`src/rtl/core/swr_pkg.sv`:
```
// ----------------------------------------------------------------------------
// swr_pkg
// shared types and constants for the stereo widener with fdn reverb
// ----------------------------------------------------------------------------
package swr_pkg;

    localparam int SmpW = 24;

    typedef struct packed {
        logic signed [SmpW-1:0] left_in;
        logic signed [SmpW-1:0] right_in;
        logic                   end_of_block;
    } t_in_item;

    typedef struct packed {
        logic signed [SmpW-1:0] left_out;
        logic signed [SmpW-1:0] right_out;
        logic                   end_of_block_out;
    } t_out_item;

    typedef enum logic [2:0] {
        REG_LP_B0   = 3'd0,
        REG_A1      = 3'd1,
        REG_A2      = 3'd2,
        REG_SLG     = 3'd3,
        REG_SHG     = 3'd4,
        REG_DAMP    = 3'd5,
        REG_WET     = 3'd6,
        REG_FBG     = 3'd7
    } t_reg_idx;

    // register file seen by the datapath
    typedef struct packed {
        logic signed [23:0] b0;
        logic signed [23:0] a1;
        logic signed [23:0] a2;
        logic [15:0]        slg;
        logic [15:0]        shg;
        logic [16:0]        damp;
        logic [16:0]        wet;
        logic [63:0]        fbg;
    } t_cfg;

    // sequencer states
    typedef enum logic [2:0] {
        S_IDLE,
        S_CLEAR,
        S_RUN,
        S_OUT
    } t_state;

    // micro steps of the datapath program
    typedef enum logic [5:0] {
        OP_NOP,
        OP_MS,       // mid and side
        OP_BQ_C0,    // biquad taps, shared multiplier
        OP_BQ_C1,
        OP_BQ_C2,
        OP_BQ_A1,
        OP_BQ_A2,
        OP_BQ_END,
        OP_SL_MUL,
        OP_SH_MUL,
        OP_WIDE,
        OP_RD,       // issue line reads
        OP_HAD,
        OP_F_MUL,    // per line, index in line counter
        OP_Z_MUL0,
        OP_Z_MUL1,
        OP_Z_END,
        OP_L_MUL0,
        OP_L_MUL1,
        OP_R_MUL0,
        OP_R_MUL1,
        OP_FIN
    } t_op;

    typedef struct packed {
        logic        clr_en;
        logic [12:0] clr_addr;
        logic        start;
        t_op         op;
        logic [2:0]  bq;
        logic [1:0]  ln;
    } t_cmd;

    function automatic logic signed [31:0] sat32(input logic signed [63:0] v);
        if (v > 64'sd2147483647)
            sat32 = 32'sh7fffffff;
        else if (v < -64'sd2147483648)
            sat32 = 32'sh80000000;
        else
            sat32 = v[31:0];
    endfunction

    function automatic logic signed [23:0] sat24(input logic signed [63:0] v);
        if (v > 64'sd8388607)
            sat24 = 24'sh7fffff;
        else if (v < -64'sd8388608)
            sat24 = 24'sh800000;
        else
            sat24 = v[23:0];
    endfunction

    // round half up then arithmetic shift
    function automatic logic signed [63:0] rnd(input logic signed [63:0] v,
                                                input logic [4:0] s);
        logic signed [63:0] x;
        x = v + (64'sd1 <<< (s - 5'd1));
        rnd = x >>> s;
    endfunction

endpackage

```
`src/rtl/core/swr_ctrl.sv`:
```
// ----------------------------------------------------------------------------
// swr_ctrl
// sequencer: clearing pass after reset and the per-frame step program
// ----------------------------------------------------------------------------
module swr_ctrl #(
    parameter int MAX_LEN = 4800
) (
    input  logic          i_clk,
    input  logic          i_rst_n,
    input  logic          i_in_valid,
    output logic          o_in_ready,
    output logic          o_out_valid,
    input  logic          i_out_ready,
    output swr_pkg::t_cmd o_cmd
);
    import swr_pkg::*;

    localparam int AW = $clog2(MAX_LEN);

    t_state       r_state, n_state;
    logic [AW:0]  r_clr, n_clr;
    logic [5:0]   r_pc, n_pc;
    logic [2:0]   r_bq, n_bq;
    logic [1:0]   r_ln, n_ln;
    logic         r_ov, n_ov;

    always_ff @(posedge i_clk) begin
        if (!i_rst_n) begin
            r_state <= S_CLEAR;
            r_clr   <= '0;
            r_pc    <= '0;
            r_bq    <= '0;
            r_ln    <= '0;
            r_ov    <= 1'b0;
        end else begin
            r_state <= n_state;
            r_clr   <= n_clr;
            r_pc    <= n_pc;
            r_bq    <= n_bq;
            r_ln    <= n_ln;
            r_ov    <= n_ov;
        end
    end

    t_op w_op;

    always_comb begin
        n_state = r_state;
        n_clr   = r_clr;
        n_pc    = r_pc;
        n_bq    = r_bq;
        n_ln    = r_ln;
        n_ov    = r_ov;
        w_op    = OP_NOP;
        o_cmd   = '0;
        o_in_ready = 1'b0;
        if (r_ov && i_out_ready) begin
            n_ov = 1'b0;
        end
        unique case (r_state)
            S_CLEAR: begin
                o_cmd.clr_en   = 1'b1;
                o_cmd.clr_addr = 13'(r_clr[AW-1:0]);
                n_clr = r_clr + 1'b1;
                if (r_clr == (AW+1)'(MAX_LEN - 1)) begin
                    n_state = S_IDLE;
                end
            end
            S_IDLE: begin
                // the output register is free or empties this cycle
                o_in_ready = !r_ov || i_out_ready;
                if (i_in_valid && o_in_ready) begin
                    o_cmd.start = 1'b1;
                    n_state = S_RUN;
                    n_pc = 6'(OP_MS);
                    n_bq = '0;
                    n_ln = '0;
                end
            end
            S_RUN: begin
                w_op = t_op'(r_pc);
                n_pc = r_pc + 6'd1;
                unique case (w_op)
                    OP_BQ_END: begin
                        n_bq = r_bq + 3'd1;
                        if (r_bq == 3'd7) begin
                            n_pc = 6'(OP_SL_MUL);
                        end else begin
                            n_pc = 6'(OP_BQ_C0);
                        end
                    end
                    OP_Z_END: begin
                        n_ln = r_ln + 2'd1;
                        if (r_ln == 2'd3) begin
                            n_pc = 6'(OP_L_MUL0);
                        end else begin
                            n_pc = 6'(OP_F_MUL);
                        end
                    end
                    OP_FIN: begin
                        n_state = S_OUT;
                    end
                    default: ;
                endcase
            end
            S_OUT: begin
                n_ov = 1'b1;
                n_state = S_IDLE;
            end
            default: n_state = S_IDLE;
        endcase
        o_cmd.op = w_op;
        o_cmd.bq = r_bq;
        o_cmd.ln = r_ln;
    end

    assign o_out_valid = r_ov;
endmodule

```
`config.mk`:
```
export PLATFORM = sky130hd
export DESIGN_NAME = swr_ctrl
export DESIGN_NICKNAME = d
export VERILOG_FILES = /design/src/rtl/core/swr_pkg.sv /design/src/rtl/core/swr_ctrl.sv
export SDC_FILE = /design/constraint.sdc
export NUM_CORES = 1
export LEC_CHECK = 0
export BUFFER_PORTS_ARGS = -buffer_cell sky130_fd_sc_hd__buf_2
export CAP_MARGIN = 0
export CELL_PAD_IN_SITES_DETAIL_PLACEMENT = 2
export CELL_PAD_IN_SITES_GLOBAL_PLACEMENT = 2
export CORE_MARGIN = 4
export CORE_UTILIZATION = 25
export CTS_CLUSTER_SIZE = 12
export DETAILED_ROUTE_END_ITERATION = 16
export PLACE_DENSITY = 0.71
export RECOVER_POWER = 100
export SLEW_MARGIN = 5
export SYNTH_ARGS = -nofsm -noshare
export SYNTH_HDL_FRONTEND = slang
export SYNTH_SLANG_ARGS = --single-unit
```
`constraint.sdc`:
```
create_clock -name i_clk -period 3.8 [get_ports i_clk]
set_input_delay 0.19 -clock i_clk [delete_from_list [all_inputs] [get_ports i_clk]]
set_output_delay 0.19 -clock i_clk [all_outputs]
set_load 0.05 [all_outputs]
```
Word-level counts from Yosys, hierarchy flattened --
Index checks and enable logic that the tools add are counted.
Storage, ports and cells: register bits 29, word-level logic and storage cells 57
Operators by class: multiplexer cells 22, reduce and logical (&&, ||, !) cells 11, eq/ne operators 14, $add $sub $neg 4
Operators with widths (number):
- $pmux W6 S2 | 2
- $mux W3 | 5
- $add A14 B1 Y14 const B | 1
- $eq A14 B13 Y1 const B | 1
- $mux W14 | 1
- $eq A6 B5 Y1 const B | 2
- $mux W6 | 2
- $pmux W3 S3 | 1
- $reduce_and A3 Y1 | 3
- $add A6 B1 Y6 const B | 1
- $eq A3 B2 Y1 const B | 2
- $eq A6 B3 Y1 const B | 1
- $ne A2 B2 Y1 const B | 3
- $pmux W3 S2 | 1
- $mux W1 | 5
- $mux W5 | 1
- $mux W2 | 2
- $mux W4 | 1
- $ne A2 B1 Y1 const B | 2
- $pmux W2 S2 | 1
- $reduce_bool A2 Y1 | 2
- $add A3 B1 Y3 const B | 1
- $eq A3 B1 Y1 const B | 1
- $eq A3 B3 Y1 const B | 1
- other kinds (7) | 8

Depth between registers and ports, before layout --
Gate-level depths: netlist (run 1).
depth after elaboration 5, depth in mapped cells 7, gate-level depth less buffers 6

Worst setup path after synthesis (run 1) --
No wires, ideal clock.
path type register -> output, start point register r_state[0], end point output port o_cmd[15] in the netlist's numbering, stages on the path, launching flop included 7, slack 1.690 ns, arrival 1.920 ns, required time 3.610 ns, cells stage by stage dfxtp_1 > buf_4 > nand2b_1 > clkbuf_1 > inv_1 > clkbuf_1 > and2_1
RTL lines:
- from (decl) | RTL line swr_ctrl.sv:20 | t_state r_state, n_state;
- from (signal assigned) | RTL line swr_ctrl.sv:36 | r_state <= n_state;
- to (decl) | RTL line swr_ctrl.sv:14 | output swr_pkg::t_cmd o_cmd

==> results of run 1 <==
per-layer routing:
layer / global-route usage [%] / vias up / wire (microns)
met3: 1.514 / 4 / 121
met1: 17.03 / 716 / 2220
met2: 20.08 / 20 / 2056
met5: 0 / - / 0
met4: 4.184 / 0 / 55
li1: - / 722 / -
path summary, 6_finish.rpt:
check	start	end	slack (ns)	cells past startpoint
setup / recovery	r_state[0]	o_cmd[17]	1.48	4
hold / removal	i_rst_n	r_state[0]	0.18	2
setup reg to reg	r_state[1]	r_bq[0]	1.80	4
hold reg to reg	r_clr[13]	r_clr[13]	0.51	2
registers in the layout, indices dropped and copies added (netlist names):
| name | count |
|---|---|
| r_bq | 3 |
| r_pc | 6 |
| o_out_valid | 1 |
| r_clr | 14 |
| r_state | 2 |
| r_ln | 2 |
cells in the mapped netlist (2+ instances only):
library cell,count
o31ai_1,2
nand2b_1,2
ha_1,7
nor2_1,17
nand3b_1,2
xor2_1,3
nand3_1,17
dfxtp_1,28
a21oi_1,12
nor4_1,5
or2_2,2
nand4_1,4
xnor2_1,8
nand2_1,17
clkbuf_1,6
inv_1,9
nor2b_1,2
nor3_1,3
nor4b_1,2
and3b_1,2
o21ai_0,5
and2_1,18
final cells by class:
type	count	area (sq um)	share of cell area, %
multi-input cells	148	922.1	51.18
inverters	9	33.78	1.875
clock inverters	1	30.03	1.667
repair buffers	31	120.1	6.667
flip-flops and latches	28	560.5	31.11
well taps	75	93.84	5.208
clock buffers	3	41.29	2.292
per-stage QoR:
| step | area (sq um) | cells | util, % | hold WS, ns | setup WS, ns |
|---|---|---|---|---|---|
| after floorplan | 1564 | 192 | - | 0.3951 | 1.690 |
| after global placement | 1783 | 291 | 29.76 | 0.4626 | 1.882 |
| after detailed placement | 1783 | 291 | 29.76 | 0.4788 | 1.761 |
| after CTS | 1854 | 295 | 30.95 | 0.1873 | 1.604 |
| after global routing | 1802 | 295 | 30.08 | 0.2222 | 1.226 |
| final | 1802 | 295 | 30.08 | 0.1847 | 1.482 |
power by group through the flow:
stage | Combinational [mW] | Clock (mW) | Sequential, mW
5_1_grt | 0.0354 | 0.262 | 0.300
6_report | 0.0319 | 0.243 | 0.299
3_5_place_dp | 0.0340 | 0 | 0.307
4_1_cts | 0.0341 | 0.254 | 0.300
3_3_place_gp | 0.0331 | 0 | 0.306
2_1_floorplan | 0.0253 | 0 | 0.306
logic make-up (layout without fill, tap and decap cells):
family                     after synthesis  after routing  share of synthesized area (%)
adders and majority gates                7              7                          5.600
buffers and inverters                   16             44                          4.080
DFF                                     28             28                          35.84
and+or+nand+nor                        101            101                          36.40
AOI/OAI and AO/OA                       28             28                          11.28
xor gates and xnor gates                11             11                          6.160
muxes                                    1              1                         0.6400
==> results.md, run 1 <==
- Synthesis inferred 28 register bits.
- Entering global routing, the biggest net connects 22 pins.
- The largest single stage delay on the critical path is 0.49 ns.
- The hold buffer count at CTS is 0.
- The routed design has 4.454 mm of wire.
- The worst setup path is captured at a primary output.
- Compared with the post-synthesis result, the final layout area differs by 15.20%.
- At the pin with the least slew margin, the transition time is 0.7874 ns.
- The post-layout total power is 0.5738 mW.
- For this run, the post-layout net count is 232.
- The routed design could run at a clock period as short as 2.318 ns.
- On the final layout, the worst clock skew is 0.003367 ns.
- Cells with a size suffix above 1 make up 5.455% of the layout.
- In this run the tightest slew margin relative to its limit is 47.40%.
- The final number of max-transition violations is 0.
- Across the run, the number of max-cap violations was 0.
- Dividing total power by cell area gives a power density of 318.4 nW/um^2.
- The worst-case IR drop observed on VDD is 0.1201 mV.
- The critical-path cell with the highest stage delay is dfxtp_1.
- The distinct cell type count after synthesis is 41.
- The count of filler cells inserted in the layout is 729.
- The number of buffers added by the clock tree synthesis step is 3.
- For this block, the via count after detailed routing is 1462.
- After synthesis, the mean cell area works out to 8.146 sq um.
- The instance count of the mapped netlist is 192.
- The die footprint is 7586 sq um.
- The number of gates resized after CTS is 0.
- The global-route wire length before repair is 7.527 mm.
- The most area-hungry cell type in the Yosys netlist is dfxtp_1.
- The data required time at the worst endpoint is 3.61 ns.
- The first TritonRoute pass finished after 4 iterations.
- 0 antenna diodes ended up in the layout.
- The final total negative setup slack is 0 ns.
- The residual antenna-violating net count after detailed routing is 0.
- In this run the core area contains 28 standard-cell rows.
- The number of top-level pins is 32.
- The endpoint arrival time on the critical path is 2.13 ns.
- The post-synthesis net count is 203.
- The number of levels in the clock H-tree is 1.
- The area share of the largest cell type after synthesis is 35.84%.
- After synthesis, the cell types taking the most area are dfxtp_1 36%, and2_1 7.2%, ha_1 5.6%.
- The clock sink count is 28.
- Summed over all cells, the static leakage comes to 0.6514 nW.
- The proportion of synthesized flip-flops having asynchronous set or reset is 0%.
- In this design, the largest share of critical-path delay is due to buffers and inverters.
- The clock reaches the later pin of the worst-skew pair after 0.28 ns.
- The last weighted congestion value of the routability-driven placer is 0.7597.
- The number of port buffers is 31.
- Setup repair after global routing left no endpoint under its margin.
- The share of total power in sequential cells is 52.2%.
- The share of total power in combinational logic is 5.6%.
- The buffer levels on the longest clock path is 2.
- Of the synthesized area, sequential elements account for 35.84%.
- The sum of overflow across all layers after global routing is 0.
- The number of antenna violations at the first check in global routing came to 0.
- The run finished with clean final reports.
- Setup violations remaining at the end of the flow were counted as 0.
- The DRC marker count from the first detailed-route iteration is 50.
- Along the worst path, the maximum fanout reaches 16.
- The summed instance area of the synthesized netlist is 1564 sq um.
- Clock-pin slew was measured on the worst setup and hold paths at 0.10 ns.
- The path category of the worst min-delay check is primary input to flop.
- The DRC violation count after routing is 0.
- Measured along the y axis, the die boundary spans 87.10 microns.
- For this run, the top clock speed supported by timing is 0.4314 GHz.
- TritonCTS built the clock tree.
- The routed length per instance is 15.10 microns.
- The routed via count divided by cell count is 4.956.
- The area of the core is 5991 sq um.
- Global routing consumed, over all layers together, 12.41% of the routing resources.
- The starting utilization of the core area is 26.11%.
- The die is 87.10 microns wide.
- The internal portion of the total power is 0.4453 mW.
- After legalization and detailed placement, the total HPWL measured 3.308 mm.
- The reported net switching power is 0.1284 mW.
- The signal on the critical path passes through nand2b_1, inv_1, and2_1, clkbuf_1.
- After layout, the worst path uses 61.00% of the clock period.
- Net switching is 22.38% of the power.
- Counting flops with a built-in enable in the synthesized netlist gives 0.
- The hold violation count in the final report is 0.
- The startpoint type of the worst setup path is a flop.
- The number of global-route vias before repair is 1534.
- Clock tree synthesis selected as its root buffer the cell clkbuf_8.
- The critical path is of the flop to primary output type.
- Leaving out fill and tap cells, the most frequent cells in the layout are 28 x dfxtp_1, 28 x clkbuf_1.
- The main flop type after synthesis is dfxtp_1.
- The clock network power share is 42.3%.
- The number of buffers added for setup after CTS is 0.
- For this run, the number of Yosys warnings is 0.
- The buffer and inverter count on the worst path is 2.
Power figures use the tool's default switching activity.
==> run 2, diff against run 1 <==
==> constraint.sdc (replaced) <==
create_clock -name i_clk -period 2.4 [get_ports i_clk]
set_input_delay 0.12 -clock i_clk [delete_from_list [all_inputs] [get_ports i_clk]]
set_output_delay 0.12 -clock i_clk [all_outputs]
set_load 0.05 [all_outputs]
==> run 2 against run 1 <==
Count of clock-buffer cells in the layout up 1; register-to-register slack worse by 1.4 ns; setup slack worse by 1.2 ns; combinational power up 66%; critical path depth unchanged; sequential power up 59%; die area unchanged; clock power up 25%; routed wire length down 2.2%; final area up 0.49%; global-route usage down 0.11 points; power up 45%; critical path type unchanged; highest routed layer unchanged.
==> results.md, run 2 (synthesis results as in run 1) <==
- Largest registers in the final layout: r_clr x14, r_pc x6, r_bq x3 (unchanged).
- The DRC violation count after routing came to 0 (unchanged).
- The total detailed-routing wirelength is 4.356 mm (was 4.454 mm).
- In the finished design, the share of the clock period the worst path needs comes to 89.58%.
- The residual antenna-violating net count after detailed routing is 0 (unchanged).
- The endpoint arrival time on the critical path was 2.03 ns (was 2.13 ns).
- The global-route wire length before repair was 7.610 mm (was 7.527 mm).
- The top cell family by delay on the critical path is buffers and inverters (unchanged).
- The path category of the worst min-delay check is primary input to flop (unchanged).
- The layout cell share with drive strength beyond 1 is 10.81% (was 5.455%).
- The startpoint type of the worst setup path was a flop (unchanged).
- The register name with the most flops is r_clr (unchanged).
- The post-route cell area is 1810 sq um (was 1802 sq um).
- The starting utilization of the core area is 26.11% (unchanged).
- The number of global-route vias before repair came to 1584 (was 1534).
- The most common cell after layout, fill and taps aside is dfxtp_1.
- The final number of max-transition violations is 0 (unchanged).
- Commonest non-fill, non-tap cells in the layout: 28 x dfxtp_1, 18 x clkbuf_1 (was 28 x dfxtp_1, 28 x clkbuf_1).
- The number of antenna violations at the first check in global routing is 0 (unchanged).
- The amount of wire on met2 after detailed routing is 2.026 mm (was 2.056 mm).
- RSZ-0062 raised after global routing: no (unchanged).
- The number of buffers added by the clock tree synthesis step is 3 (unchanged).
- The number of top-level pins is 32 (unchanged).
- The core utilization of the finished layout was 30.22% (was 30.08%).
- The last weighted congestion value of the routability-driven placer is 0.7547 (was 0.7597).
- The largest fanout of any net on the critical path is 13 (was 16).
- The worst-skew pair later-pin latency is 0.28 ns (about the same).
- Outcome: finished, final reports clean (unchanged).
- The actual transition at the worst max-transition pin is 0.6322 ns (was 0.7874 ns).
- The final worst-path setup slack is 0.2502 ns (was 1.482 ns).
- The final total negative setup slack came to 0 ns (unchanged).
- The clock tree from TritonCTS is built (unchanged).
- The critical-path cell with the highest stage delay is clkbuf_1 (was dfxtp_1).
- The area after detailed placement was 1798 sq um (was 1783 sq um).
- The number of flip-flops in the largest register is 14 (unchanged).
- Crit path cell chain: nor2b_1, clkbuf_1, and2_1, clkbuf_1 (was nand2b_1, inv_1, and2_1, clkbuf_1).
- The area growth from synthesis to layout is 15.76% (was 15.20%).
- The type of the worst setup path is flop to primary output (unchanged).
- The half-perimeter wire length after placement is 3.244 mm (was 3.308 mm).
- The master cell of the clock root buffer is clkbuf_8 (unchanged).
- The data required time at the worst endpoint is 2.28 ns (was 3.61 ns).
- The routed design could run at a clock period as short as 2.150 ns.
- The number of placement rows is 28 (unchanged).
- The final setup skew is 0.004317 ns (was 0.003367 ns).
- The pin count of the biggest net entering global routing is 21 (was 22).
- The number of violations of the max-capacitance limit is 0 (unchanged).
- The upper clock frequency limit is 0.4652 GHz.
- The area of the core is 5991 sq um (unchanged).
- The count of vias placed by the detailed router is 1487 (was 1462).
- The routed via count divided by cell count came to 5.007 (was 4.956).
- The buffer levels on the longest clock path is 2 (unchanged).
- The final layout net count is 234 (was 232).
- The total iterations of the first detailed-routing run is 4 (unchanged).
- By instance count, the cell type seen most on the critical path is clkbuf_1.
- The floorplan die height is 87.10 microns (unchanged).
- The number of port buffers is 31 (unchanged).
- The routed length per instance is 14.67 microns (was 15.10 microns).
- The antenna diode instance count was 0 (unchanged).
- The met3 wirelength from detailed routing was 138 microns (was 121 microns).
- The number of buffers added for setup after CTS is 0 (unchanged).
- The clock sink count is 28 (unchanged).
- The total global-route track usage is 12.30% (was 12.41%).
- The number of levels in the clock H-tree came to 1 (unchanged).
- The largest stage delay on the critical path was 0.47 ns (was 0.49 ns).
- The headroom to the max-slew limit came to 57.57% (was 47.40%).
- The clock slew seen by the registers of the worst setup and hold paths came to 0.10 ns (about the same).
- The worst-case setup slack after placement came to 0.5875 ns (was 1.761 ns).
- The hold buffer count at CTS is 0 (unchanged).
- The largest voltage drop on the vdd net is 0.2028 mV (was 0.1201 mV).
- The DRC marker count from the first detailed-route iteration was 45 (was 50).
- The sum of overflow across all layers after global routing is 0 (unchanged).
- The static leakage came to 0.6871 nW (was 0.6514 nW).
- The power per cell area was 458.8 nW/um^2 (was 318.4 nW/um^2).
- The die footprint is 7586 sq um (unchanged).
- The post-route met1 wirelength is 2.140 mm (was 2.220 mm).
- The kind of end point of the critical path is a primary output (unchanged).
- The final number of setup-violating endpoints is 0 (unchanged).
- The buffer and inverter count on the worst path was 2 (unchanged).
- The number of gates resized after CTS is 0 (unchanged).
- The horizontal die dimension is 87.10 microns (unchanged).
- The hold violation count in the final report is 0 (unchanged).
- The uppermost metal layer occupied by signal nets is met4 (unchanged).
[run 2: worst reg2reg max path, cell delays in order, from the launching register on]
cell and delay (ns):
dfxtp_1 0.50, nand3b_1 0.29, or3_1 0.49, or4_1 0.49, a21oi_1 0.14
[run 2: path summary, 6_finish.rpt]
path,from,end,slack [ns],depth (start not counted)
max,r_state[1],o_cmd[9],0.25,4
max reg2reg,r_state[0],r_clr[13],0.42,4
min reg2reg,r_clr[12],r_clr[12],0.49,2
min,i_rst_n,r_state[0],0.13,2
[run 2: metrics by stage]
step,hold slack [ns],power (mW),cells
after CTS,0.1287,0.8475,297
after detailed placement,0.4115,0.5410,293
final,0.1304,0.8306,297
after global routing,0.1489,0.8709,297
after global placement,0.4219,0.5400,293
after floorplan,0.3251,0.5241,192
[run 2: cell type report]
cell class / count / area [sq um]
Multi-Input combinational cell: 148 / 922.1
Fill cell: 720 / 4180
Sequential cell: 28 / 560.5
Inverter: 9 / 33.78
Timing Repair Buffer: 33 / 145.1
Clock buffer: 4 / 55.05
Tap cell: 75 / 93.84
[run 2: power by group]
group | internal (mW) | switching, mW
Combinational | 0.0143 | 0.0387
Sequential | 0.469 | 0.00519
Clock | 0.147 | 0.156
[run 2: layer usage]
metal / track usage, % / vias to the layer above
met5: 0 / -
met4: 2.929 / 0
met3: 1.987 / 5
met2: 20.57 / 20
met1: 16.52 / 726
li1: - / 736
